## src/rtl/cnmd_outq.sv

```systemverilog
`default_nettype none

module cnmd_outq #(
  parameter int PW = 9
) (
  input  wire logic          clk_i,
  input  wire logic          rst_ni,
  input  wire logic          push_i,
  input  wire logic [PW-1:0] push_data_i,
  output logic               can_take_o,
  output logic               valid_o,
  input  wire logic          ready_i,
  output logic      [PW-1:0] data_o
);

  localparam int DEPTH = 3;

  logic [PW-1:0] buf_q [DEPTH];
  logic [1:0]    wr_q, wr_d, rd_q, rd_d, cnt_q, cnt_d;
  logic          pop;

  assign valid_o = (cnt_q != '0);
  assign data_o  = buf_q[rd_q];
  assign pop     = valid_o && ready_i;

  // One item may still come out of the read stage after an accept
  assign can_take_o = (3'(cnt_q) + 3'(push_i)) <= 3'(DEPTH - 1);

  always_comb begin
    wr_d  = wr_q;
    rd_d  = rd_q;
    cnt_d = cnt_q;
    if (push_i) begin
      wr_d = (wr_q == 2'(DEPTH - 1)) ? '0 : 2'(wr_q + 1'b1);
    end
    if (pop) begin
      rd_d = (rd_q == 2'(DEPTH - 1)) ? '0 : 2'(rd_q + 1'b1);
    end
    cnt_d = 2'(cnt_q + 2'(push_i) - 2'(pop));
  end

  always_ff @(posedge clk_i or negedge rst_ni) begin
    if (!rst_ni) begin
      wr_q  <= '0;
      rd_q  <= '0;
      cnt_q <= '0;
    end else begin
      wr_q  <= wr_d;
      rd_q  <= rd_d;
      cnt_q <= cnt_d;
    end
  end

  always_ff @(posedge clk_i) begin
    if (push_i) begin
      buf_q[wr_q] <= push_data_i;
    end
  end

endmodule

`default_nettype wire
```

## config.mk

```make
export PLATFORM = sky130hd
export DESIGN_NAME = cnmd_outq
export DESIGN_NICKNAME = d
export VERILOG_FILES = /design/src/rtl/cnmd_outq.sv
export SDC_FILE = /design/constraint.sdc
export NUM_CORES = 1
export LEC_CHECK = 0
export BUFFER_PORTS_ARGS = -buffer_cell sky130_fd_sc_hd__buf_4
export CORE_AREA = 5 5 54 80
export DETAILED_ROUTE_END_ITERATION = 8
export DIE_AREA = 0 0 59 85
export PLACE_DENSITY_LB_ADDON = 0.05
export SLEW_MARGIN = 0
export SYNTH_ARGS = -nofsm -noshare
export SYNTH_HDL_FRONTEND = slang
export SYNTH_SLANG_ARGS = --single-unit
```

## constraint.sdc

```tcl
create_clock -name clk_i -period 1.7 [get_ports clk_i]
set_input_delay 0 -clock clk_i [delete_from_list [all_inputs] [get_ports clk_i]]
set_output_delay 0 -clock clk_i [all_outputs]
set_load 0.01 [all_outputs]
```

Yosys cells after proc, flatten, opt, wreduce, memory -nomap -nowiden
Memories as Yosys holds them, arrays and structs flattened. Index checks and enable logic that the tools add are counted.

Add/subtract/negate cells: 5. Multiply operators: 0. Divide/modulo/power cells: 0. $lt $le $gt $ge: 1. Equal/unequal tests: 2. Shifts and indexed selects: 0. Multiplexer cells: 4. Bitwise gates (word level): 0. Reductions and logical operators: 2.

Operators by type and width (count): $add A2 B1 Y2 const B (2); $eq A2 B2 Y1 const B (2); $mux W2 (2); $add A2 B1 Y3 (1); $le A3 B2 Y1 const B (1); $add A2 B1 Y2 (1); $mux W1 (2); $reduce_bool A2 Y1 (1); $sub A2 B1 Y2 (1); $logic_and A1 B1 Y1 (1).

Bits in registers: 6. Latch bits: 0. Bits in writable memories: 27. Memory bits (read-only): 0. Input port bits: 13. Output and inout bits: 11. Logic and storage cells: 18. Memories kept: 1.

Memories: buf_q (words 3, width 9, read ports 1, clocked after memory_dff 0, wr ports 1, line 18) `logic [PW-1:0] buf_q [DEPTH];`.

Longest topological paths before layout
Gate-level depths: netlist of the first run.

Depth after elaboration: 3. Mapped depth: 7. Gate-level depth less buffers: 7.

Worst setup path after synthesis of the first run
Ideal clock, no wire load.

Kind: reg2reg. Start: register wr_q[0]. End: memory buf_q[2][0] (enable). Library setup time: 389 ps. Data arrival time: 1166 ps. Required time: 1311 ps. Setup slack: 145 ps. Stages on the path, launching flop included: 2. Buffers on the path: 0. Clock period less this slack: 1555 ps. Cells stage by stage: dfrtp_1 -> nor3b_1.

RTL lines: start, declared (line 19) `logic [1:0] wr_q, wr_d, rd_q, rd_d, cnt_q, cnt_d;`; start signal, assigned (line 48) `wr_q <= wr_d;`; end, declared (line 18).

Straight into the memory's write port.

Worst setup path after layout of the first run
Start: register rd_q[0]. End: output data_o[6].

Longest elaborated chain between the ends: 1.

RTL lines: start, declared (line 19); start signal, assigned (line 49) `rd_q <= rd_d;`; $mem_v2 Z3 W9; end, declared (line 13) `output logic [PW-1:0] data_o`.

Every way passes these cells.

==> results.cfg, run 1 <==
[critical_path]
crit_required_ps = 1700
r2r-start = cnt_q[1]
rr_worst_depth = 7
startpoint_type = flop
critPathCaptureType = primary output
critPathMaxFanout = 12
ff2ff_setup_slack_ps = 150
r2r_end = cnt_q[1]
worst-setup-path-type = flop to primary output
cp.arrival_ps = 1550

[timing]
clock_skew_ps = 3.05
fmax_mhz = 645
slew_violations = 0
worst_pin_slew_ps = 637
layout_min_cycle_time_ps = 1550
setup_viol = 0
hold_violations = 0
timing.setup.tns_ps = 0
period_share = 0.913
rsz0062_at_grt = no
worst_slew_margin_rel = 0.576

[cts]
tritoncts = done
clockRootBuffer = clkbuf_8
htree_levels = 2
cts-buffers-inserted = 5
clock_sinks = 33
clock_latency_ps = 280
cts_setup_buffers = 0
clk_pin_slew_ps = 60
cts.path.max_buffers = 2

[pwr]
p_seq_frac = 0.433
pwr-share-clk = 0.262
net-switching-power_uw = 823
irDropWorstVdd_v = 0.000787
pwr_density_cell_nw_per_um2 = 1550
pwr-share-comb = 0.305
power_leakage_uw = 0.000752
p_int_uw = 1990
swShare = 0.292

[routing]
drc = 0
route.met2.wl_mm = 1.24
routed_via_density = 4.54
ant_nets = 0
dr_total_vias = 799
dr.pass1.iters = 2
met3RoutedLength_um = 124
met1_length_um = 886
wl_mm = 2.31
drtIter0Drc = 17
highest_layer = met4
wl_per_cell_um = 13.1

[floorplan]
pin_count = 24
die_x_um = 59
coreArea_um2 = 3580
rows = 27
die-area_um2 = 5020
die_y_um = 85
start_util = 0.379

[worst_hold_path]
hold_class = input port to asynchronous set/reset pin

[global_route]
grt_pass1_vias = 862
grt_pass1_wl_mm = 3.99
grtUsageTotal = 0.111
grt_antenna_before_repair = 0
grt.overflow.total = 0
grt_max_degree = 17

[logic_synthesis]
synth_top_family_by_area = multiplexers
synthMuxAreaShare = 0.0903
syn-num-nets = 108
synth_cells = 90
synth_xor_area_frac = 0.0129
ys_types = 20
ys_seq_area_frac = 0.708
synth-adder-area-share = 0.0461
avgSynthCellArea_um2 = 15.1
yosys.area_share.simple = 0.0599
synth_compound_area_frac = 0.0507
synth_area_um2 = 1360
synth-seq-cells = 33
synth_warnings = 0

[finish]
nFillCells = 327
drive_above_1_share = 0.293
stdcell_count = 176
nets = 150
antennaDiodeCount = 0
syn2layout_area_growth_pct = 34.0

[place]
place_hpwl_mm = 1.64
portBuffers = 23
routabilityCongestion = 0.691
dp_cells = 157

[outcome]
outcome = finished, final reports clean

[flow_run]
drv_cap = 0
==> critical path: stages, from the launching register on <==
cell and delay (ps):
dfrtp_1 750, mux2i_1 280, o21ai_1 80, buf_4 160
==> layout make-up <==
class,instances,area [um2],area share
well taps,43,53.8,0.0296
flip-flops and latches,33,961,0.528
clock buffers,7,86.3,0.0475
repair buffers,38,313,0.172
multi-input cells,48,353,0.194
inverters,6,22.5,0.0124
clock inverters,1,30.0,0.0165
==> power by group through the flow <==
stage          Combinational [uW]  Clock, uW  Sequential (uW)
3_5_place_dp                  868          0             1250
3_3_place_gp                  854          0             1230
6_report                      860        738             1220
5_1_grt                       976        806             1250
4_1_cts                       887        758             1230
2_1_floorplan                 611          0             1120
==> cells in the final DEF (no fill, tap or decap), types with 2 or more instances in the layout <==
cell | netlist | layout
mux2i_1 | 10 | 10
a21o_1 | 2 | 2
dfrtp_1 | 6 | 6
xnor2_1 | 2 | 2
buf_4 | 0 | 27
inv_1 | 5 | 5
edfxtp_1 | 27 | 27
o21ai_1 | 9 | 9
nand2_1 | 11 | 11
clkbuf_8 | 0 | 6
dlygate4sd3_1 | 0 | 11
ha_1 | 5 | 5
nor2_1 | 2 | 2
==> sequential cells by signal, indices dropped and copies added (netlist names) <==
signal,count
buf_q,27
cnt_q,2
rd_q,2
wr_q,2
==> cell usage after synthesis, drive strengths merged <==
cell,number,share of area
nor2,3,0.010
xnor2,2,0.013
nand2,11,0.030
nor3b,2,0.015
a21o,2,0.011
inv,6,0.017
edfxtp,27,0.60
mux2i,10,0.074
o21ai,10,0.040
mux2,2,0.017
dfrtp,6,0.11
ha,5,0.046
nor2b,1,0.0046
buf,3,0.016
==> worst max path at each step <==
stage              from     endpoint  cells past startpoint  slack [ps]
2_1_floorplan   wr_q[0]  buf_q[2][0]                      1         150
3_3_place_gp   cnt_q[1]     cnt_q[1]                      7         180
3_5_place_dp   cnt_q[1]     cnt_q[1]                      7         140
4_1_cts         rd_q[0]    data_o[2]                      3          90
5_1_grt         rd_q[0]    data_o[6]                      3          30
6_report        rd_q[0]    data_o[6]                      3         150
==> layer usage <==
| layer | up-vias | track usage |
|---|---|---|
| met5 | - | 0 |
| met4 | 0 | 0.0515 |
| met3 | 6 | 0.0502 |
| met2 | 17 | 0.189 |
| met1 | 374 | 0.111 |
| li1 | 402 | - |
==> kinds of logic after synthesis <==
logic type | after synthesis
flip-flops | 33
AND/OR/NAND/NOR | 17
AO/OA/AOI/OAI | 12
multiplexers | 12
buffers and inverters | 9
adder cells (fa/ha/maj) | 5
XOR/XNOR | 2
==> what timing repair did <==
action | CTS | global route
hold buffers | 11 | 0
endpoints found under the hold margin | 35 | 0
gates resized for setup | 0 | 0
==> per-stage QoR <==
step / hold slack [ps] / util / area [um2] / worst slack [ps] / total power [uW]
after floorplan: -296 / - / 1360 / 145 / 1740
after global placement: -189 / 0.445 / 1590 / 183 / 2090
after detailed placement: -188 / 0.445 / 1590 / 142 / 2110
after CTS: 49.7 / 0.508 / 1820 / 88.7 / 2870
after global routing: 72.1 / 0.508 / 1820 / 26.2 / 3030
final: 57.1 / 0.508 / 1820 / 149 / 2820
Note: power is estimated with default switching activity, not from simulation.
==> inputs of run 2 (changes only) <==
--- a/config.mk
+++ b/config.mk
@@ -6,9 +6,9 @@
 export NUM_CORES = 1
 export LEC_CHECK = 0
 export BUFFER_PORTS_ARGS = -buffer_cell sky130_fd_sc_hd__buf_4
-export CORE_AREA = 5 5 54 80
+export CORE_AREA = 5 5 82 54
 export DETAILED_ROUTE_END_ITERATION = 8
-export DIE_AREA = 0 0 59 85
+export DIE_AREA = 0 0 87 59
 export PLACE_DENSITY_LB_ADDON = 0.05
 export SLEW_MARGIN = 0
 export SYNTH_ARGS = -nofsm -noshare
==> results.cfg, run 2 (synthesis results as in run 1) <==
[global_route]
grtUsageTotal = 0.112
grt_pass1_vias = 831
grt_antenna_before_repair = 0
grt_max_degree = 15
grt_pass1_wl_mm = 4.12
grt.overflow.total = 0

[timing]
rsz0062_at_grt = no
clock_skew_ps = 2.19
setup_viol = 0
setup_slack_ps = 152
worst_pin_slew_ps = 622
hold_ws_ps = 69.5
hold_violations = 0
timing.setup.tns_ps = 0
worst_slew_margin_rel = 0.585
layout_min_cycle_time_ps = 1550
slew_violations = 0
fmax_mhz = 646
period_share = 0.911

[finish]
nets = 150
drive_above_1_share = 0.286
layout_common_cells = edfxtp_1 (27), buf_4 (27), nand2_1 (11), dlygate4sd3_1 (11), mux2i_1 (10)
fin_area_um2 = 1790
top_register = buf_q
largest_reg_flops = 27
syn2layout_area_growth_pct = 31.8
antennaDiodeCount = 0

[place]
portBuffers = 23
routabilityCongestion = 0.727
pre_cts_slack_ps = 145
place_area_um2 = 1600
place_hpwl_mm = 1.62

[floorplan]
start_util = 0.382
die_x_um = 87
die_y_um = 59
rows = 17
pin_count = 24
coreArea_um2 = 3550
die-area_um2 = 5130

[critical_path]
crit_start = cnt_q[1]
critPathCaptureType = flop
crit_end = cnt_q[1]
r2r_end = cnt_q[1]
r2r-start = cnt_q[1]
ff2ff_setup_slack_ps = 150
cp.arrival_ps = 1750
critPathMaxFanout = 4
startpoint_type = flop
worst-setup-path-type = flop to flop
crit_required_ps = 1900
rr_worst_depth = 7

[cts]
clockRootBuffer = clkbuf_8
clk_pin_slew_ps = 60
clock_latency_ps = 270
cts.path.max_buffers = 2
cts_resized = 0
clock_sinks = 33
htree_levels = 2
tritoncts = done
cts-buffers-inserted = 5

[routing]
drtIter0Drc = 11
dr.pass1.iters = 2
drc = 0
wl_mm = 2.35
wl_per_cell_um = 13.1
ant_nets = 0
dr_total_vias = 781
routed_via_density = 4.34

[flow_run]
drv_cap = 0

[outcome]
outcome = finished, final reports clean

[pwr]
power_leakage_uw = 0.000737
finalPower_uw = 2620
irDropWorstVdd_v = 0.000607
pwr_density_cell_nw_per_um2 = 1460

[worst_hold_path]
hold_class = input port to asynchronous set/reset pin
run 2: how the worst min path moves through the flow:
| stage | start | endpoint | slack [ps] | cells past startpoint |
|---|---|---|---|---|
| 2_1_floorplan | rst_ni | cnt_q[0] | -300 | 0 |
| 3_3_place_gp | rst_ni | wr_q[0] | -190 | 1 |
| 3_5_place_dp | rst_ni | wr_q[1] | -190 | 1 |
| 4_1_cts | rst_ni | wr_q[1] | 50 | 2 |
| 5_1_grt | rst_ni | rd_q[0] | 80 | 2 |
| 6_report | rst_ni | wr_q[1] | 70 | 2 |
run 2: cell type report:
| cell class | instances | area [um2] |
|---|---|---|
| flip-flops and latches | 33 | 961 |
| fillers | 323 | 1760 |
| clock buffers | 5 | 68.8 |
| well taps | 47 | 58.8 |
| repair buffers | 38 | 313 |
| clock inverters | 3 | 12.5 |
| inverters | 6 | 22.5 |
| multi-input cells | 48 | 353 |
run 2: report_power, final:
group | total (uW) | leakage, uW | switching, uW | internal, uW
logic | 875 | 0.000372 | 392 | 483
clock network | 526 | 0.0000430 | 252 | 275
registers | 1220 | 0.000322 | 179 | 1040
run 2: critical path, cell delays in order, from the launching register on:
cell and delay, ps:
dfrtp_1 440, o21ai_2 190, inv_1 60, ha_1 270
inv_1 40, ha_1 180, xnor2_1 170, xnor2_1 130
run 2: repair_timing:
item                      4_1_cts  5_1_grt
hold buffers                   11        0
buffers inserted                0        0
hold endpoints to repair       34        0
run 2: metrics by stage:
step,std cells,util
final,180,0.504
after global routing,180,0.504
after CTS,180,0.504
after detailed placement,161,0.450
after global placement,161,0.450
after floorplan,90,-
run 2: per-layer routing:
layer  up-vias  track usage  wire (um)  share of wire
met5         -            0          0              0
met4         0       0.0467         39          0.017
met3         7       0.0472        137          0.058
met2        17        0.173       1090           0.46
met1       352        0.140       1080           0.46
li1        405            -          -              -
