===== config.mk =====
export PLATFORM = sky130hd
export DESIGN_NAME = cnmd_dp
export DESIGN_NICKNAME = d
export VERILOG_FILES = /design/src/rtl/cnmd_pkg.sv /design/src/rtl/cnmd_dp.sv
export SDC_FILE = /design/constraint.sdc
export NUM_CORES = 1
export LEC_CHECK = 0
export ABC_AREA = 1
export BUFFER_PORTS_ARGS = -buffer_cell sky130_fd_sc_hd__buf_2
export CAP_MARGIN = 0
export CORE_MARGIN = 10
export CORE_UTILIZATION = 45
export DETAILED_ROUTE_END_ITERATION = 8
export GPL_TIMING_DRIVEN = 1
export PLACE_DENSITY = 0.84
export REMOVE_ABC_BUFFERS = 1
export SLEW_MARGIN = 40
export SYNTH_ARGS = -nofsm -noshare
export SYNTH_HDL_FRONTEND = slang
export SYNTH_SLANG_ARGS = --single-unit

===== constraint.sdc =====
create_clock -name clk_i -period 6.9 [get_ports clk_i]
set_clock_uncertainty 0.1 [all_clocks]
set_input_delay 2.07 -clock clk_i [delete_from_list [all_inputs] [get_ports clk_i]]
set_output_delay 2.07 -clock clk_i [all_outputs]
set_load 0.03 [all_outputs]

===== src/rtl/cnmd_pkg.sv =====
`default_nettype none

package cnmd_pkg;

  // Fixed field widths of the streams and the side register
  localparam int PIX_W  = 8;
  localparam int SIDE_W = 11;

  localparam int MAX_SIDE_DEF   = 1024;
  localparam int PIXEL_BITS_DEF = 8;

  localparam int              SIDE_MIN   = 2;
  localparam logic [SIDE_W-1:0] SIDE_RESET = 11'd1024;

  typedef enum logic [0:0] {
    KIND_PIXEL = 1'b0,
    KIND_DRAIN = 1'b1
  } kind_e;

  // Control of the item held in the memory read stage
  typedef struct packed {
    logic  valid;
    kind_e kind;
    logic  row0;    // first image row: store only, no result
    logic  border;  // copy the centre pixel
    logic  last;    // final result of the image
    logic  fwd;     // centre read hit the write of the item ahead
  } stage_ctl_t;

endpackage

`default_nettype wire


===== src/rtl/cnmd_dp.sv =====
`default_nettype none

module cnmd_dp #(
  parameter int MAX_SIDE = cnmd_pkg::MAX_SIDE_DEF,
  parameter int DW       = cnmd_pkg::PIX_W,
  localparam int AW      = $clog2(MAX_SIDE)
) (
  input  wire logic                  clk_i,
  input  wire cnmd_pkg::stage_ctl_t  b_i,
  input  wire logic [AW-1:0]         b_col_i,
  input  wire logic [DW-1:0]         b_pix_i,
  input  wire logic [DW-1:0]         c_rdata_i,
  input  wire logic [DW-1:0]         u_rdata_i,
  output logic                       c_we_o,
  output logic      [AW-1:0]         c_waddr_o,
  output logic      [DW-1:0]         c_wdata_o,
  output logic                       u_we_o,
  output logic      [AW-1:0]         u_waddr_o,
  output logic      [DW-1:0]         u_wdata_o,
  output logic                       push_o,
  output logic      [DW:0]           push_data_o
);

  import cnmd_pkg::*;

  logic [DW-1:0] mid_q, right_q, fwd_pix_q;
  logic [DW-1:0] cd, win_left, win_mid, win_right, m_a, m_b, m_max, result;
  logic          pix_go;

  assign pix_go = b_i.valid && (b_i.kind == KIND_PIXEL);
  assign cd     = b_i.fwd ? fwd_pix_q : c_rdata_i;

  // Cross window: left and centre come from earlier reads of the centre row
  assign win_left  = mid_q;
  assign win_mid   = right_q;
  assign win_right = cd;

  assign m_a    = (u_rdata_i > b_pix_i) ? u_rdata_i : b_pix_i;
  assign m_b    = (win_left > win_right) ? win_left : win_right;
  assign m_max  = (m_a > m_b) ? m_a : m_b;
  assign result = b_i.border ? win_mid : m_max;

  always_ff @(posedge clk_i) begin
    if (pix_go) begin
      mid_q     <= right_q;
      right_q   <= cd;
      fwd_pix_q <= b_pix_i;
    end
  end

  assign c_we_o    = pix_go;
  assign c_waddr_o = b_col_i;
  assign c_wdata_o = b_pix_i;
  assign u_we_o    = pix_go && !b_i.row0;
  assign u_waddr_o = b_col_i;
  assign u_wdata_o = win_mid;

  always_comb begin
    push_o      = 1'b0;
    push_data_o = {1'b0, result};
    if (b_i.valid) begin
      if (b_i.kind == KIND_DRAIN) begin
        push_o      = 1'b1;
        push_data_o = {b_i.last, cd};
      end else begin
        push_o = !b_i.row0;
      end
    end
  end

endmodule

`default_nettype wire


Word level (Yosys, flattened, before mapping)
Cells that the tools add are included.
- flip-flop bits (word level): 24
- input port bits: 41
- output and inout port bits: 48
- magnitude comparators: 3
- muxes and demuxes: 9
- bitwise gates (word level): 1
- reduce and logical (&&, ||, !) cells: 3
- operator list (operator ; count):
    $mux W8 ; 5
    $gt A8 B8 Y1 ; 3
    $mux W9 ; 2
    $logic_and A1 B1 Y1 ; 2
    $mux W1 ; 2
    $logic_not A1 Y1 ; 1
    $not A1 Y1 ; 1

Logic depth before layout (Yosys ltp)
Gate-level depths: netlist of the first run.
- word-level depth: 8
- depth in mapped cells: 26
- gate-level depth less buffers: 26

Worst setup path after synthesis of the first run
OpenSTA, ideal clock, no wires.
- kind: input to output
- from: input b_i[0] in the netlist's numbering
- to: output push_data_o[0]
- arrival: 4.720 ns
- required time: 4.730 ns
- setup slack: 0.010 ns
- stages on the path: 21
- cells stage by stage: buf_6 -> o21ai_0 -> ha_1 -> nand2_1 -> nand2_1 -> nand2_1 -> nand2_1 -> nand2_1 -> nand2_4 -> nand2_4 -> nand2_1 -> and2_1 -> ha_1 -> nand2_1 -> nor2_1 -> nand3_1 -> nor2_1 -> a21oi_4 -> nand3_1 -> nand3_1 -> a21oi_2
- word-level cells in the longest chain between the ends: 8
- RTL lines (element ; RTL line ; RTL):
    start: declaration ; cnmd_dp.sv:9 ; input wire cnmd_pkg::stage_ctl_t b_i,
    $mux W8 * ; cnmd_dp.sv:31 ; assign cd = b_i.fwd ? fwd_pix_q : c_rdata_i;
    $gt A8 B8 Y1 ; cnmd_dp.sv:39 ; assign m_b = (win_left > win_right) ? win_left : win_right;
    $mux W8 ; cnmd_dp.sv:39 ;
    $gt A8 B8 Y1 ; cnmd_dp.sv:40 ; assign m_max = (m_a > m_b) ? m_a : m_b;
    $mux W8 ; cnmd_dp.sv:40 ;
    $mux W8 ; cnmd_dp.sv:41 ; assign result = b_i.border ? win_mid : m_max;
    $mux W9 ; cnmd_dp.sv:62 ; if (b_i.kind == KIND_DRAIN) begin
    $mux W9 * ; cnmd_dp.sv:61 ; if (b_i.valid) begin
    end: declaration ; cnmd_dp.sv:21 ; output logic [DW:0] push_data_o
Every way passes the cells marked *; elsewhere a longest branch is shown, timed or not.

Worst setup path after layout of the first run
- from: input b_i[0] in the netlist's numbering
- to: output push_data_o[1]
The elaborated chain is that of the path after synthesis.

==> results of run 1 <==
[what timing repair did]
| item | CTS | global route |
|---|---|---|
| setup buffers | 7 | 7 |
| pin swaps | 31 | 26 |
| resized for setup | 115 | 42 |
| endpoints found under the setup margin | 8 | 8 |
| cloned | 1 | 0 |
| hold endpoints to repair | 0 | 0 |
[power groups by stage]
stage               Sequential [W]  Combinational, W   Clock, W
floorplan                 0.000182          0.000159          0
global placement          0.000177          0.000245          0
detailed placement        0.000178          0.000251          0
CTS                       0.000175          0.000341  0.0000868
global route              0.000177          0.000462  0.0000972
finish                    0.000176          0.000439  0.0000926
[layer usage]
metal,vias to the layer above,GRT usage,share of wire
li1,1093,-,-
met1,1156,0.188,0.38
met2,155,0.322,0.52
met3,36,0.0500,0.068
met4,0,0.104,0.037
met5,-,0,0
[cell type report]
| class | instances | area (sq um) | share of cell area |
|---|---|---|---|
| clock inverters | 1 | 3.75 | 0.00106 |
| repair buffers | 94 | 672 | 0.189 |
| multi-input cells | 202 | 1860 | 0.525 |
| inverters | 43 | 161 | 0.0455 |
| flip-flops and latches | 24 | 721 | 0.203 |
| clock buffers | 3 | 41.3 | 0.0116 |
| well taps | 70 | 87.6 | 0.0247 |
[sequential cells by signal (all words and copies together), names as in the netlist]
name       cells
mid_q          8
fwd_pix_q      8
u_wdata_o      8
[metrics by stage]
stage | TNS, ns | hold slack (ns) | instances | instance area, sq um | util
2_1_floorplan | 0 | 0.472 | 269 | 2110 | -
3_3_place_gp | -2.33 | 0.361 | 419 | 2660 | 0.521
3_5_place_dp | -3.66 | 0.359 | 419 | 2660 | 0.521
4_1_cts | -0.131 | 0.381 | 431 | 3310 | 0.647
5_1_grt | -2.58 | 0.409 | 437 | 3550 | 0.695
6_report | -2.03 | 0.389 | 437 | 3550 | 0.695
[synthesized netlist by cell type, types with 2 or more instances]
library cell  number  area [sq um]
edfxtp_1          24           721
a21oi_1            6          30.0
inv_1             36           135
nand3b_1           2          15.0
buf_4             28           210
nor2_2             3          18.8
nand2_1           71           267
nand2_4            4          45.0
nand4_4            2          42.5
o21ai_0            8          40.0
ha_1              24           300
buf_6              2          22.5
a21oi_2            7          61.3
inv_2              6          22.5
nor2_1            16          60.1
nand2_2            3          18.8
and2_1             7          43.8
a21o_1             3          22.5
nor2_4             2          22.5
nand3_1           39           195
[cells by family (layout without fill, tap and decap cells)]
| group | count (synthesis) | count (layout) |
|---|---|---|
| AOI/OAI and AO/OA | 26 | 26 |
| adders and majority gates | 24 | 24 |
| buffers and inverters | 74 | 141 |
| DFF | 24 | 24 |
| muxes | 1 | 1 |
| and+or+nand+nor | 151 | 151 |
[worst max-delay path by stage]
stage / startpoint / to / slack [ns] / cells past startpoint
floorplan: b_i[0] / push_data_o[0] / 0.13 / 20
global placement: b_i[0] / push_data_o[0] / -0.32 / 20
detailed placement: b_i[0] / push_data_o[6] / -0.48 / 22
CTS: b_i[0] / push_data_o[1] / -0.05 / 25
global route: b_i[0] / push_data_o[1] / -0.38 / 21
finish: b_i[0] / push_data_o[1] / -0.30 / 21
==> flow_metrics.py, run 1 <==
metrics = {
    "logic_synthesis": {
        "synth_top_family_by_area": "simple AND/OR/NAND/NOR gates",
        "avgSynthCellArea_sq_um": 7.87,
        "yosysWarnings": 0,
        "synth_fa_ha_area_frac": 0.127,
        "async_flop_share": 0,
        "synthXorXnorAreaFrac": 0,
        "muxShareOfSynthArea": 0.00477,
        "synth_ff_type": "edfxtp_1",
        "yosysSeqAreaShare": 0.305,
        "synth_compound_area_frac": 0.0758,
        "synthCells": 300,
        "yosys.area_share.simple": 0.314,
        "synth_area_sq_um": 2360,
        "synth_enable_flop_cells": 24,
        "yosysUniqueCellTypes": 27,
        "synth_seq_cells": 24,
    },
    "worst_setup_path": {
        "path_cells": "buf_16, o21ai_4, ha_4, a21o_1, nor2_4, nand2_8, buf_6, nand3b_1, nand2_4, ha_4, nand2_4, nand2_2, nand2_1, nand2_1, nand2_2, a21oi_4, nand3_2, nand3_1, nand2_1, nand2_1, buf_6",
        "crit_arrival_ns": 5.03,
        "path_max_fanout": 8,
        "crit_required_ns": 4.73,
        "path_delay_family": "simple AND/OR/NAND/NOR gates",
        "max_stage_delay_ns": 0.31,
        "reg2regPathDepth": 2,
        "rrSetupSlack_ns": 5.68,
        "cp-end-kind": "primary output",
        "cpMostUsedCell": "nand2_1",
        "rr_startpoint": "fwd_pix_q[0]$_DFFE_PP_",
        "slowest_stage": "a21oi_4",
        "startpoint_type": "input port",
        "path_class": "input port to primary output",
        "reg2reg_to": "u_wdata_o[0]$_DFFE_PP_",
        "crit_buf_inv": 3,
    },
    "job": {
        "maxCapViolCount": 0,
    },
    "power": {
        "combPwrFrac": 0.620,
        "p_int_w": 0.000400,
        "swShare": 0.435,
        "leakagePower_nw": 1.67,
        "p_sw_w": 0.000308,
        "p_per_area_nw_per_um2": 199,
        "p_clk_frac": 0.131,
        "finalPower_w": 0.000708,
        "peakVddDrop_uv": 90.9,
        "power.share.sequential": 0.249,
    },
    "hold_path": {
        "holdPathEnd": "mid_q[7]$_DFFE_PP_",
        "hold_start": "u_wdata_o[7]$_DFFE_PP_",
        "hold_depth": 0,
        "hp-class": "flop to flop",
    },
    "cells_and_area": {
        "synthToLayoutAreaGrowth_pct": 50.5,
        "final_cell_mix": "buf_2, nand2_1, inv_1, buf_4, edfxtp_1",
        "nets": 433,
        "drive_gt1_frac": 0.580,
        "final_common_cell": "buf_2",
        "antennaDiodeCount": 0,
        "fill_cells": 346,
    },
    "timing": {
        "worst_pin_slew_ns": 0.615,
        "clock.fmax_ghz": 0.139,
        "setup_viol": 8,
        "drv_slew": 0,
        "min_period_ns": 7.20,
        "setup_slack_ns": -0.300,
        "rsz0062_at_grt": "yes",
        "min_period_over_period": 1.04,
        "maxSlewHeadroom": 0.589,
        "hold_violations": 0,
    },
    "detailed_routing": {
        "drc": 0,
        "ant_nets": 0,
        "vias_per_cell": 5.58,
        "wl_microns": 8720,
        "drt_iter0_drc": 135,
        "dr.pass1.iters": 5,
        "avgRoutedWirePerCell_microns": 19.9,
        "vias": 2440,
    },
    "floorplan": {
        "core_sq_um": 5110,
        "ioPinCount": 89,
        "start_util": 0.462,
        "rows": 26,
        "die_y_microns": 92.4,
        "dieArea_sq_um": 8540,
        "die_w_microns": 92.4,
    },
    "clock_tree": {
        "cts_buffers": 3,
        "clkSinkCount": 24,
        "cts_hold_buf": 0,
        "clock_latency_ns": 0.28,
        "cts_max_level": 1,
        "clk_pin_slew_worst_paths_ns": 0.10,
        "clock_path_buffers": 2,
        "tritoncts": "built",
        "cts_root_buf": "clkbuf_8",
    },
    "status": {
        "outcome": "finished with violations",
        "violations": "setup timing",
    },
    "placement": {
        "post-dp-hpwl_microns": 4960,
        "post-place-ws_ns": -0.484,
        "place.gp.congestion": 0.893,
        "io_buffers": 58,
    },
    "global_route": {
        "grt_max_degree": 26,
        "track_usage": 0.181,
        "grt_pass1_wl_microns": 12500,
        "grt_overflow": 0,
        "antenna_found_initial": 0,
        "grt_pass1_vias": 2495,
    },
}
No activity file was read; power rests on OpenSTA's default activity.
==> run 2, diff against run 1 <==
- MAX_ROUTING_LAYER: not set -> met4
==> run 2 against run 1 <==
  * The flow still finishes with violations (setup timing)
  * Clock-buffer cell count unchanged
  * Global-route usage up 1.5 points
  * Wire length up 1.7%
  * Largest cell class unchanged
  * Largest power group unchanged
  * Power up 0.81%
  * Setup slack better by 0.023 ns
  * Register-to-register slack worse by 0.06 ns
==> flow_metrics.py, run 2 (synthesis gave the netlist of run 1 again) <==
metrics = {
    "floorplan": {
        "start_util": 0.462,
        "die_y_microns": 92.4,
        "core_sq_um": 5110,
        "die_w_microns": 92.4,
        "ioPinCount": 89,
        "dieArea_sq_um": 8540,
        "rows": 26,
    },
    "power": {
        "p_per_area_nw_per_um2": 198,
        "peakVddDrop_uv": 110,
        "leakagePower_nw": 1.71,
        "finalPower_w": 0.000713,
    },
    "status": {
        "outcome": "finished with violations",
        "violations": "setup timing",
    },
    "clock_tree": {
        "clock_latency_ns": 0.27,
        "cts_root_buf": "clkbuf_8",
        "cts_hold_buf": 0,
        "cts_max_level": 1,
        "clock_path_buffers": 2,
        "clk_pin_slew_worst_paths_ns": 0.09,
        "tritoncts": "built",
        "clkSinkCount": 24,
        "cts_buffers": 3,
    },
    "timing": {
        "min_period_ns": 7.18,
        "fin_tns_setup_ns": -1.87,
        "min_period_over_period": 1.04,
        "setup_viol": 8,
        "worst_pin_slew_ns": 0.583,
        "drv_slew": 0,
        "maxSlewHeadroom": 0.611,
        "clock.fmax_ghz": 0.139,
        "rsz0062_at_grt": "yes",
        "hold_violations": 0,
        "hold_slack_ns": 0.392,
        "setup_slack_ns": -0.277,
    },
    "worst_setup_path": {
        "path_max_fanout": 8,
        "startpoint_type": "input port",
        "crit_required_ns": 4.73,
        "crit_arrival_ns": 5.01,
        "cp-end-kind": "primary output",
        "path_class": "input port to primary output",
    },
    "cells_and_area": {
        "final_cell_mix": "buf_2, nand2_1, buf_4, inv_1, nand2_2",
        "nets": 443,
        "final_common_cell": "buf_2",
        "final_cell_area_sq_um": 3600,
        "synthToLayoutAreaGrowth_pct": 52.6,
        "antennaDiodeCount": 0,
        "drive_gt1_frac": 0.606,
    },
    "detailed_routing": {
        "vias_per_cell": 5.48,
        "drc": 0,
        "dr.pass1.iters": 6,
        "ant_nets": 0,
        "wl_microns": 8860,
        "avgRoutedWirePerCell_microns": 19.9,
        "drt_iter0_drc": 159,
        "vias": 2445,
    },
    "global_route": {
        "grt_pass1_vias": 2642,
        "grt_overflow": 0,
        "track_usage": 0.196,
        "grt_use_met2": 0.337,
        "grt_pass1_wl_microns": 13300,
        "grt_max_degree": 26,
        "met3_usage": 0.0404,
        "busiest_layer": "met2",
        "met1_usage": 0.206,
        "antenna_found_initial": 0,
    },
    "placement": {
        "post-dp-hpwl_microns": 4930,
        "place.gp.congestion": 0.923,
        "post-place-ws_ns": -0.407,
        "io_buffers": 58,
        "dpl_cell_area_sq_um": 2680,
    },
    "job": {
        "maxCapViolCount": 0,
    },
    "hold_path": {
        "hp-class": "flop to flop",
    },
}
## run 2: path summary, 6_finish.rpt
check                         start                     end  slack [ns]  cells past startpoint
max reg2reg  fwd_pix_q[1]$_DFFE_PP_  u_wdata_o[1]$_DFFE_PP_        5.62                      6
max                          b_i[0]          push_data_o[2]       -0.28                     27
min          u_wdata_o[4]$_DFFE_PP_      mid_q[4]$_DFFE_PP_        0.39                      0
min reg2reg  u_wdata_o[4]$_DFFE_PP_      mid_q[4]$_DFFE_PP_        0.39                      0
## run 2: per-layer routing
layer  routed length (microns)  part of all wire
met4                       331             0.037
met5                         0                 0
met3                       592             0.067
met2                      4590              0.52
met1                      3350              0.38
## run 2: repair_timing
item,in CTS,in global routing
resized for setup,118,34
cloned,2,0
endpoints found under the setup margin,8,8
pin swaps,40,38
endpoints found under the hold margin,0,0
setup buffers,17,4
## run 2: layout make-up
type                       count  area, sq um
multi-input combinational    203         1840
fill                         339         1510
timing repair buffer         103          752
sequential                    24          721
inverter                      43          161
tap                           70         87.6
clock buffer                   3         41.3
## run 2: through the flow
| step | cells | util |
|---|---|---|
| after floorplan | 269 | - |
| after global placement | 422 | 0.525 |
| after detailed placement | 422 | 0.525 |
| after CTS | 442 | 0.670 |
| after global routing | 446 | 0.705 |
| final | 446 | 0.705 |
## run 2: where the power goes
group | internal, W | total, W | switching (W)
clock | 0.0000392 | 0.0000870 | 0.0000477
combinational | 0.000202 | 0.000450 | 0.000249
sequential | 0.000170 | 0.000176 | 0.00000603
total | 0.000411 | 0.000713 | 0.000302
## run 2: worst max-delay path, stage by stage
cell	delay (ns)
buf_12	0.12
mux2_4	0.33
ha_4	0.16
inv_2	0.05
nand2_2	0.05
nand2_1	0.06
nand2_1	0.08
nand2_2	0.11
nand2_4	0.09
nand2_8	0.11
nand2_8	0.10
nand2_2	0.10
nand2_1	0.08
ha_1	0.19
inv_1	0.10
nand2_2	0.09
nand2_2	0.09
nand2_2	0.07
nand2_2	0.06
nand2_2	0.08
nand2_2	0.08
o21ai_4	0.07
buf_6	0.12
nand3_1	0.09
nand3_1	0.10
a21oi_2	0.18
buf_6	0.15
