==> src/rtl/cnmd_pkg.sv <==
`default_nettype none

package cnmd_pkg;

  // Fixed field widths of the streams and the side register
  localparam int PIX_W  = 8;
  localparam int SIDE_W = 11;

  localparam int MAX_SIDE_DEF   = 1024;
  localparam int PIXEL_BITS_DEF = 8;

  localparam int              SIDE_MIN   = 2;
  localparam logic [SIDE_W-1:0] SIDE_RESET = 11'd1024;

  typedef enum logic [0:0] {
    KIND_PIXEL = 1'b0,
    KIND_DRAIN = 1'b1
  } kind_e;

  // Control of the item held in the memory read stage
  typedef struct packed {
    logic  valid;
    kind_e kind;
    logic  row0;    // first image row: store only, no result
    logic  border;  // copy the centre pixel
    logic  last;    // final result of the image
    logic  fwd;     // centre read hit the write of the item ahead
  } stage_ctl_t;

endpackage

`default_nettype wire

==> src/rtl/cnmd_ctrl.sv <==
`default_nettype none

module cnmd_ctrl #(
  parameter int MAX_SIDE = cnmd_pkg::MAX_SIDE_DEF,
  parameter int DW       = cnmd_pkg::PIX_W,
  localparam int AW      = $clog2(MAX_SIDE)
) (
  input  wire logic                          clk_i,
  input  wire logic                          rst_ni,
  input  wire logic                          cfg_we_i,
  input  wire logic [cnmd_pkg::SIDE_W-1:0]   cfg_wdata_i,
  input  wire logic                          in_valid_i,
  input  wire logic                          in_ready_i,
  input  wire logic                          in_kind_i,
  input  wire logic [cnmd_pkg::PIX_W-1:0]    in_pix_i,
  output logic                               c_re_o,
  output logic      [AW-1:0]                 c_raddr_o,
  output logic                               u_re_o,
  output logic      [AW-1:0]                 u_raddr_o,
  output cnmd_pkg::stage_ctl_t               b_o,
  output logic      [AW-1:0]                 b_col_o,
  output logic      [DW-1:0]                 b_pix_o
);

  import cnmd_pkg::*;

  localparam int CW = $clog2(MAX_SIDE + 1);

  logic [SIDE_W-1:0] img_q, img_d;
  logic [CW-1:0]     side, side_m1, col_inc;
  logic [CW-1:0]     in_col_q, in_col_d, in_row_q, in_row_d, out_col_q, out_col_d;
  stage_ctl_t        b_q, b_d;
  logic [AW-1:0]     b_col_q, b_col_d;
  logic [DW-1:0]     b_pix_q, b_pix_d;
  logic              accept, at_end, pix_ok, drn_ok;

  // Clamp the side to the supported range
  always_comb begin
    if (img_q < SIDE_W'(SIDE_MIN)) begin
      side = CW'(SIDE_MIN);
    end else if (32'(img_q) > 32'(MAX_SIDE)) begin
      side = CW'(MAX_SIDE);
    end else begin
      side = CW'(img_q);
    end
  end

  assign side_m1 = CW'(side - 1'b1);
  assign col_inc = CW'(in_col_q + 1'b1);
  assign at_end  = (in_col_q == side_m1);
  assign pix_ok  = (in_row_q < side) && (in_col_q < side);
  assign drn_ok  = (in_row_q >= side) && (out_col_q < side);
  assign accept  = in_valid_i && in_ready_i;

  always_comb begin
    img_d     = img_q;
    in_col_d  = in_col_q;
    in_row_d  = in_row_q;
    out_col_d = out_col_q;
    b_d       = '0;
    b_col_d   = b_col_q;
    b_pix_d   = b_pix_q;
    c_re_o    = 1'b0;
    c_raddr_o = out_col_q[AW-1:0];
    u_re_o    = 1'b0;
    u_raddr_o = in_col_q[AW-1:0];

    if (cfg_we_i) begin
      img_d     = cfg_wdata_i;
      in_col_d  = '0;
      in_row_d  = '0;
      out_col_d = '0;
    end else if (accept) begin
      if (kind_e'(in_kind_i) == KIND_PIXEL) begin
        if (pix_ok) begin
          // Fetch the centre pixel one column ahead; at row end wrap to column zero
          c_re_o    = 1'b1;
          c_raddr_o = at_end ? '0 : col_inc[AW-1:0];
          u_re_o    = 1'b1;
          b_d.valid  = 1'b1;
          b_d.kind   = KIND_PIXEL;
          b_d.row0   = (in_row_q == '0);
          b_d.border = (in_row_q == CW'(1)) || (in_col_q == '0) || at_end;
          b_col_d    = in_col_q[AW-1:0];
          b_pix_d    = in_pix_i[DW-1:0];
          if (in_row_q != '0) begin
            out_col_d = at_end ? '0 : col_inc;
          end
          if (at_end) begin
            in_col_d = '0;
            in_row_d = CW'(in_row_q + 1'b1);
          end else begin
            in_col_d = col_inc;
          end
        end
      end else if (drn_ok) begin
        c_re_o    = 1'b1;
        b_d.valid = 1'b1;
        b_d.kind  = KIND_DRAIN;
        b_d.last  = (out_col_q == side_m1);
        b_col_d   = out_col_q[AW-1:0];
        if (out_col_q == side_m1) begin
          in_col_d  = '0;
          in_row_d  = '0;
          out_col_d = '0;
        end else begin
          out_col_d = CW'(out_col_q + 1'b1);
        end
      end
    end

    // Centre read of the same entry the item ahead writes this cycle
    b_d.fwd = c_re_o && b_q.valid && (b_q.kind == KIND_PIXEL) && (c_raddr_o == b_col_q);
  end

  always_ff @(posedge clk_i or negedge rst_ni) begin
    if (!rst_ni) begin
      img_q     <= SIDE_RESET;
      in_col_q  <= '0;
      in_row_q  <= '0;
      out_col_q <= '0;
      b_q       <= '0;
    end else begin
      img_q     <= img_d;
      in_col_q  <= in_col_d;
      in_row_q  <= in_row_d;
      out_col_q <= out_col_d;
      b_q       <= b_d;
    end
  end

  always_ff @(posedge clk_i) begin
    b_col_q <= b_col_d;
    b_pix_q <= b_pix_d;
  end

  assign b_o     = b_q;
  assign b_col_o = b_col_q;
  assign b_pix_o = b_pix_q;

endmodule

`default_nettype wire

==> config.mk <==
export PLATFORM = sky130hd
export DESIGN_NAME = cnmd_ctrl
export DESIGN_NICKNAME = d
export VERILOG_FILES = /design/src/rtl/cnmd_pkg.sv /design/src/rtl/cnmd_ctrl.sv
export SDC_FILE = /design/constraint.sdc
export NUM_CORES = 1
export LEC_CHECK = 0
export ABC_AREA = 1
export BUFFER_PORTS_ARGS = -buffer_cell sky130_fd_sc_hd__buf_2
export CORE_AREA = 5 5 114 105
export DETAILED_ROUTE_END_ITERATION = 8
export DIE_AREA = 0 0 119 110
export PLACE_DENSITY = 0.75
export SLEW_MARGIN = 20
export SYNTH_ARGS = -nofsm -noshare
export SYNTH_HDL_FRONTEND = slang
export SYNTH_SLANG_ARGS = --single-unit
==> constraint.sdc <==
create_clock -name clk_i -period 3.35 [get_ports clk_i]
set_input_delay 0.5025 -clock clk_i [delete_from_list [all_inputs] [get_ports clk_i]]
set_output_delay 0.5025 -clock clk_i [all_outputs]
set_load 0.005 [all_outputs]
Word-level counts from Yosys, hierarchy flattened

Cells that the tools add are included.

$add $sub $neg: 4
Magnitude comparators: 6
Equality and inequality tests: 7
Multiplexer cells: 45
Bitwise logic cells: 3
Reduce and logical (&&, ||, !) cells: 21

Operator list:

| cell                                                                          | count |
|---|---|
| 11-bit two-way mux                                                            | 21 |
| 10-bit two-way mux                                                            | 8 |
| 11-bit by 1-bit adder with 11-bit output, second input constant               | 3 |
| 11-bit less-than comparator                                                   | 3 |
| 11-bit == test                                                                | 2 |
| 11-bit zero test                                                              | 2 |
| 4-bit AND reduction                                                           | 4 |
| 11-bit by 1-bit == test with 1-bit output, second input constant              | 1 |
| 11-bit greater-or-equal comparator                                            | 1 |
| 11-bit greater-than comparator, second input constant                         | 1 |
| 11-bit by 2-bit less-than comparator with 1-bit output, second input constant | 1 |
| 11-bit nonzero test                                                           | 1 |
| 11-bit by 1-bit subtractor with 11-bit output, second input constant          | 1 |
| 10-bit == test                                                                | 1 |
| 1-bit two-way mux                                                             | 10 |
| 5-bit two-way mux                                                             | 2 |
| 3-bit nonzero test                                                            | 3 |
| 1-bit logical AND                                                             | 6 |
| 2-bit two-way mux                                                             | 3 |
| 3-bit by 2-bit inequality test with 1-bit output, second input constant       | 2 |
| 5-bit AND reduction                                                           | 1 |
| 4-bit two-way mux                                                             | 1 |
| 2-bit nonzero test                                                            | 2 |
| 1-bit NOT                                                                     | 3 |
| 2 further kinds                                                               | 3 |

Flip-flop bits (word level): 68
Input port bits: 25
Output and inout port bits: 46
Logic and storage cells: 98

Logic depth before layout (Yosys ltp)

Gate-level depths: netlist of run 1.

Depth in word-level cells: 12
Depth in mapped cells: 26

Worst setup path after synthesis of run 1

Ideal clock, no wire load.

Path type: reg2out
Start point: register img_q[4]
End point: output port c_raddr_o[2]
Arrival time: 2.960 ns
Data required time: 2.847 ns
Slack: -0.112 ns
Cell stages (with the launch flop): 19
Buffers on the path: 1
Cells stage by stage: dfrtp_1 -> nor2_2 -> nand3_2 -> nor2_1 -> nor2_1 -> nor2_1 -> inv_1 -> ha_1 -> nand4_1 -> o21ai_0 -> nor2_1 -> o21ai_0 -> a21oi_1 -> and2_1 -> nand3_1 -> inv_1 -> buf_2 -> nand4_2 -> nand2_2

Word-level cells in the longest chain between the ends: 10

Ends and longest elaborated chain:

| what                                          | line             | source |
|---|---|---|
| start: declaration                            | cnmd_ctrl.sv:29  | `logic [SIDE_W-1:0] img_q, img_d;` |
| start signal: assignment                      | cnmd_ctrl.sv:124 | `img_q <= img_d;` |
| 11-bit greater-than comparator                | cnmd_ctrl.sv:41  | `end else if (32'(img_q) > 32'(MAX_SIDE)) begin` |
| 11-bit two-way mux                            | cnmd_ctrl.sv:41  |  |
| 11-bit two-way mux *                          | cnmd_ctrl.sv:39  | `if (img_q < SIDE_W'(SIDE_MIN)) begin` |
| 11-bit by 1-bit subtractor with 11-bit output | cnmd_ctrl.sv:48  | `assign side_m1 = CW'(side - 1'b1);` |
| 11-bit == test                                | cnmd_ctrl.sv:50  | `assign at_end = (in_col_q == side_m1);` |
| 10-bit two-way mux                            | cnmd_ctrl.sv:78  | `c_raddr_o = at_end ? '0 : col_inc[AW-1:0];` |
| 10-bit two-way mux *                          | cnmd_ctrl.sv:75  | `if (pix_ok) begin` |
| 10-bit two-way mux *                          | cnmd_ctrl.sv:74  | `if (kind_e'(in_kind_i) == KIND_PIXEL) begin` |
| 10-bit two-way mux *                          | cnmd_ctrl.sv:73  | `end else if (accept) begin` |
| 10-bit two-way mux *                          | cnmd_ctrl.sv:68  | `if (cfg_we_i) begin` |
| end: declaration                              | cnmd_ctrl.sv:17  | `output logic [AW-1:0] c_raddr_o,` |

Every way passes the cells marked *; elsewhere a longest branch is shown, timed or not.

Worst setup path in the final report of run 1

Start point: register img_q[5]
End point: output port c_raddr_o[0]

The elaborated chain is that of the path after synthesis.

==> qor.csv, run 1 <==
metric,value,unit
footprint of the multi-input gates,0.003570,mm^2
Initial Util,51.02,%
vias in the first global route,5706,
Die Span X,119,um
die area,0.01309,mm^2
core area,0.01063,mm^2
Synth top area share,22.61,%
via count,5839,
dpl cells,1002,
Synth Warn #,0,
Final period util,107.4,%
diode count,0,
final instance area,0.007435,mm^2
CTS tree,done,
LEAKAGE,0.003710,uW
Peak VDD IR,0.3094,mV
initial antenna violation count,0,
Synth-to-Final Area Change,37.07,%
"area leader, netlist",dfrtp_1,
Root Driver,clkbuf_16,
Routed Antenna Nets,0,
"Max FO, Critical Path",11,
crit end category,output port,
Synth Area per Inst,7.118,um^2
Sink Count,68,
Worst-Skew Late Latency,0.35,ns
hold_buf cts,0,
PwrDens,373.3,mW/mm^2
worst setup margin,-0.2484,ns
Max H-tree Level,3,
maximum clock path buffer count,2,
"Clk pin slew, worst setup/hold paths",0.06,ns
maxcap violations,0,
Filler cells,786,
Final Hold Vio Count,0,
clk_skew,0.004374,ns
cells after synthesis,762,
HPWL Detailed,12440,um
Port Buffers,70,
Worst Setup Path Type,reg -> out,
min Tclk post-route,3.598,ns
DRT iter0 DRCs,532,
worst r2r path cells,24,
Setup WS pre-CTS,-0.1543,ns
"Top FF cell, synth",dfrtp_1,
DRC Markers,0,
Max Clk Rate,277.9,MHz
Slew Limit Fails,0,
startpoint types,register,
Post-synth EDFFs,18,
syn_nets,827,
share of cells above drive strength 1,32.57,%
Die Y-Extent,110,um
Final nets,978,
"Seq/Total Area, Yosys",33.06,%
"top cells by area, synth","dfrtp_1 (23%), nand2_1 (17%), edfxtp_1 (10%), ha_1 (9.2%), nand3_1 (5.8%)",
critical path startpoint,img_q[5],
TritonRoute pass-1 iters,5,
Reg area,0.001793,mm^2
status,"complete, but fails checks",
Setup Viol. Count Final,45,
WP data required,2.85,ns
Worst-Margin Slew,0.9825,ns
Area after DPL,0.006301,mm^2
first-pass GRT wire length,27570,um
WL/cell,17.00,um
Seq cells post-synth,68,
largest net degree at the start of global routing,36,
Reg-to-Reg Start,img_q[5],
routed vias/inst,5.556,
Async SR Flop Fraction,73.53,%
site row count,36,
worst hold slack,0.2804,ns
DRT Wirelength,17870,um
slew margin rel.,33.65,%
Hold Crit Class,in -> async,
Ports,71,
post-synth cell types,45,
non-filler cells in the finished layout,1051,
total gr overflow,0,
Fin Setup TNS,-6.962,ns
unrepaired setup endpoints after global routing,yes,
most common library cells after synthesis,"nand2_1 (239), inv_1 (81), nand3_1 (63)",
Tot GR Track Use,26.47,%
most common cell in the synthesized netlist,nand2_1,
GP Congestion,0.9350,
failing checks,setup timing,
CTS Buf Count,9,
arrival time worst endpoint,3.10,ns
post-synthesis cell area,0.005424,mm^2
stage by stage:
stage	total power, uW	util, %
3_3_place_gp	1530	59.28
5_1_grt	2893	69.94
4_1_cts	2675	66.54
3_5_place_dp	1541	59.28
6_report	2775	69.94
2_1_floorplan	1307	-
where the power goes:
part	internal, uW	leakage, uW	switching [uW]
Sequential	884	0.000839	40.4
Combinational	328	0.00271	462
Clock	657	0.000156	404
final timing paths:
path,to,slack [ns]
worst max-delay path,c_raddr_o[0],-0.25
worst min-delay path,img_q[4],0.28
min in group clk_i,b_pix_o[1],0.33
worst max register to register,in_row_q[7],-0.18
max in group asynchronous,in_row_q[0],2.32
worst min register to register,in_row_q[10],0.58
state kept, by name (all words and copies together), names as in the netlist:
| signal | flops |
|---|---|
| b_o | 6 |
| b_col_o | 10 |
| in_col_q | 11 |
| b_pix_o | 8 |
| out_col_q | 11 |
| img_q | 11 |
| in_row_q | 11 |
cell families (layout without fill, tap and decap cells):
| logic type | Yosys count | count (layout) | share of synthesized area, % |
|---|---|---|---|
| AOI/OAI and AO/OA | 78 | 78 | 8.189 |
| xor gates and xnor gates | 25 | 25 | 4.037 |
| adders and majority gates | 40 | 40 | 9.227 |
| buffers and inverters | 117 | 273 | 9.504 |
| DFF | 68 | 68 | 33.06 |
| and+or+nand+nor | 434 | 434 | 35.99 |
what timing repair did:
action	4_1_cts	5_1_grt
endpoints found under the hold margin	0	0
pin swaps	18	25
gates cloned	0	3
endpoints found under the setup margin	15	56
setup buffers	17	13
gates resized for setup	75	53
cells in the final DEF (no fill, tap or decap), drive strengths merged:
| cell type | netlist | routed |
|---|---|---|
| nand4 | 22 | 22 |
| and3b | 1 | 1 |
| dfrtp | 49 | 49 |
| o21ai | 51 | 51 |
| o211ai | 2 | 2 |
| nor4 | 7 | 7 |
| dfstp | 1 | 1 |
| or2 | 5 | 5 |
| a211oi | 1 | 1 |
| clkinvlp | 0 | 1 |
| xor2 | 22 | 22 |
| bufinv | 0 | 2 |
| nor2 | 59 | 59 |
| nand3 | 72 | 72 |
| nand2 | 254 | 254 |
| a221oi | 2 | 2 |
| nor3 | 10 | 10 |
| o31ai | 1 | 1 |
| xnor2 | 3 | 3 |
| clkinv | 3 | 5 |
| a21oi | 17 | 17 |
| edfxtp | 18 | 18 |
| clkbuf | 13 | 10 |
| a31oi | 1 | 1 |
| ha | 40 | 40 |
| o21bai | 1 | 1 |
| buf | 19 | 171 |
| nor3b | 1 | 1 |
| and2 | 1 | 1 |
| o41ai | 1 | 1 |
| o2111a | 1 | 1 |
| nand3b | 2 | 2 |
| inv | 82 | 84 |
routing by layer:
metal / wire length [um] / GRT usage, % / vias up
li1: - / - / 2797
met1: 7206 / 32.25 / 2709
met2: 8506 / 44.37 / 272
met3: 1467 / 6.480 / 61
met4: 689 / 12.99 / 0
met5: 0 / 0 / -
worst max-delay path, cell delays in order, from the launching register on:
cell,delay [ns]
dfrtp_1,0.39
nor2_2,0.17
nand3_4,0.14
nor2_4,0.15
nor2_4,0.07
nor2_4,0.14
inv_4,0.07
ha_4,0.27
nand4_1,0.12
o21ai_1,0.14
nor2_1,0.07
o21ai_1,0.15
a21oi_2,0.09
and2_4,0.19
nand3_4,0.09
buf_8,0.16
nor2_2,0.04
nand2_1,0.08
nand2_1,0.07
buf_2,0.13
cell type report:
class,count,share of cell area [%]
clock inverter,7,1.330
clock buffer,9,3.029
timing repair buffer,172,16.86
inverter,85,4.409
multi-input combinational,577,48.01
sequential,68,24.12
tap,133,2.238
No activity file was read; power rests on OpenSTA's default activity.
==> inputs of run 2 (changes only) <==
--- a/config.mk
+++ b/config.mk
@@ -5,12 +5,11 @@
 export SDC_FILE = /design/constraint.sdc
 export NUM_CORES = 1
 export LEC_CHECK = 0
-export ABC_AREA = 1
 export BUFFER_PORTS_ARGS = -buffer_cell sky130_fd_sc_hd__buf_2
 export CORE_AREA = 5 5 114 105
 export DETAILED_ROUTE_END_ITERATION = 8
 export DIE_AREA = 0 0 119 110
-export PLACE_DENSITY = 0.75
+export PLACE_DENSITY = 0.79
 export SLEW_MARGIN = 20
 export SYNTH_ARGS = -nofsm -noshare
 export SYNTH_HDL_FRONTEND = slang
==> run 2 against run 1 <==
Clock power about the same; the run still ends with setup timing left; critical path depth decreased by 7; first-iteration DRC count increased by 60%; die area unchanged; utilization increased by 2.2 points; area after synthesis decreased by 0.99%; final cell count decreased by 15%; synthesized cell count decreased by 23%; design area increased by 3.2%; global-route usage increased by 3.9 points; register-to-register slack got worse by 0.33 ns; count of clock-buffer cells in the layout unchanged.
==> qor.csv, run 2 <==
metric,value,unit
status,"complete, but fails checks",
failing checks,setup timing,
"Top FF cell, synth",dfrtp_1,
TritonRoute pass-1 iters,8,
Top Family by Delay on Critical Path,simple AND/OR/NAND/NOR gates,
Max Clk Rate,246.7,MHz
worst hold slack,0.2374,ns
routed vias/inst,6.830,
Synth Warn #,0,
crit-path cells,clkinv_2 -> nand2_1 -> ha_1 -> a21o_1 -> a21oi_1 -> a221o_1 -> nand3_2 -> or4_4 -> or2_4 -> nor2_2 -> a21o_1 -> buf_2,
CTS Buf Count,9,
site row count,36,
"top cells by area, synth","dfrtp_1 (23%), edfxtp_1 (10%), ha_1 (9.3%), o21ai_0 (3.5%), mux2_2 (3.4%)",
Async SR Flop Fraction,73.53,%
maxcap violations,0,
arrival time worst endpoint,3.55,ns
Tot GR Track Use,30.33,%
non-filler cells in the finished layout,889,
DRT iter0 DRCs,852,
DRT Wirelength,21670,um
DRC Markers,0,
Final period util,121.0,%
most common library cells after synthesis,"dfrtp_1 (49), ha_1 (40), o21ai_0 (38)",
"Max FO, Critical Path",7,
Synth top area share,22.83,%
Port Buffers,70,
"area leader, netlist",dfrtp_1,
Post-synth EDFFs,18,
post-synthesis cell area,0.005370,mm^2
final instance area,0.007671,mm^2
slew margin rel.,45.99,%
Max H-tree Level,3,
min Tclk post-route,4.053,ns
Worst-Margin Slew,0.8043,ns
die area,0.01309,mm^2
CTS tree,done,
largest net degree at the start of global routing,31,
LEAKAGE,0.003540,uW
initial antenna violation count,1,
Seq cells post-synth,68,
Filler cells,675,
core area,0.01063,mm^2
WP data required,2.85,ns
Hold Crit Class,in -> async,
"Seq/Total Area, Yosys",33.39,%
"most common cell after layout, fill and taps aside",buf_4,
CP max-delay cell,dfstp_2,
first-pass GRT wire length,31070,um
Sink Count,68,
Initial Util,50.52,%
Routed Antenna Nets,0,
dpl cells,842,
most frequent cells in the layout,"buf_4 (105), buf_2 (69), dfrtp_1 (49)",
Final Hold Vio Count,0,
syn_nets,655,
clk_skew,0.008871,ns
hold_buf cts,0,
unrepaired setup endpoints after global routing,yes,
Synth-to-Final Area Change,42.85,%
cells after synthesis,590,
Crit path top cell by count,a21o_1,
post-synth cell types,72,
Die Y-Extent,110,um
Setup Viol. Count Final,54,
Area after DPL,0.006491,mm^2
share of cells above drive strength 1,45.11,%
worst path buffer plus inverter count,2,
Worst Setup Path Type,reg -> out,
CP max stage delay,0.57,ns
HPWL Detailed,13610,um
maximum clock path buffer count,2,
crit end category,output port,
Slew Limit Fails,0,
startpoint types,register,
Synth Area per Inst,9.102,um^2
GP Congestion,0.9475,
Peak VDD IR,0.2849,mV
PwrDens,336.8,mW/mm^2
Worst-Skew Late Latency,0.34,ns
vias in the first global route,5856,
via count,6072,
diode count,0,
most common cell in the synthesized netlist,dfrtp_1,
Die Span X,119,um
WL/cell,24.37,um
Ports,71,
worst setup margin,-0.7028,ns
Root Driver,clkbuf_16,
Final nets,816,
total gr overflow,0,
"Clk pin slew, worst setup/hold paths",0.06,ns
## run 2: final cells by class
cell class	instances	area, um^2	share of cell area [%]
multi-input combinational	446	3750	48.88
sequential	68	1793	23.37
timing repair buffer	202	1531	19.96
clock buffer	9	225.2	2.936
tap	133	166.4	2.169
inverter	24	106.4	1.386
clock inverter	7	98.84	1.289
## run 2: path summary, 6_finish.rpt
kind | end | startpoint | cells past startpoint | slack (ns)
worst max register to register | in_row_q[9] | img_q[7] | 18 | -0.51
worst min register to register | b_o[0] | b_o[4] | 1 | 0.56
max in group asynchronous | img_q[10] | rst_ni | 2 | 2.28
min in group clk_i | b_pix_o[1] | in_pix_i[1] | 1 | 0.34
worst min-delay path | out_col_q[0] | rst_ni | 1 | 0.24
worst max-delay path | c_raddr_o[9] | img_q[10] | 12 | -0.70
## run 2: where the power goes
part	switching (uW)	internal, uW	total, uW
Clock	404	656	1060
Sequential	22.5	871	894
Combinational	337	293	629
## run 2: repair_timing
item | in CTS | in global routing
buffers inserted | 21 | 11
gates resized for setup | 86 | 58
hold endpoints to repair | 0 | 0
pin swaps | 35 | 36
gates cloned | 5 | 1
endpoints found under the setup margin | 66 | 66
## run 2: cell families after synthesis
| family | Yosys count | share of synthesized area [%] |
|---|---|---|
| adder cells (fa/ha/maj) | 40 | 9.320 |
| AO/OA/AOI/OAI | 166 | 21.41 |
| AND/OR/NAND/NOR | 188 | 20.13 |
| multiplexers | 18 | 3.728 |
| buffers and inverters | 76 | 6.477 |
| XOR/XNOR | 34 | 5.545 |
| flip-flops | 68 | 33.39 |
## run 2: metal layers
layer	wire, um	GRT usage [%]
met2	9802	48.85
met3	2562	8.878
met4	1256	14.23
met1	8014	37.87
met5	32	0
## run 2: per-stage QoR
step	setup WS (ns)	TNS [ns]	util [%]	total power, uW
floorplan	-0.2793	-5.203	-	1186
global placement	-0.3901	-15.69	61.06	1377
detailed placement	-0.5550	-22.49	61.06	1395
CTS	-0.6582	-18.18	69.24	2510
global route	-0.8556	-28.64	72.16	2651
finish	-0.7028	-21.41	72.16	2584
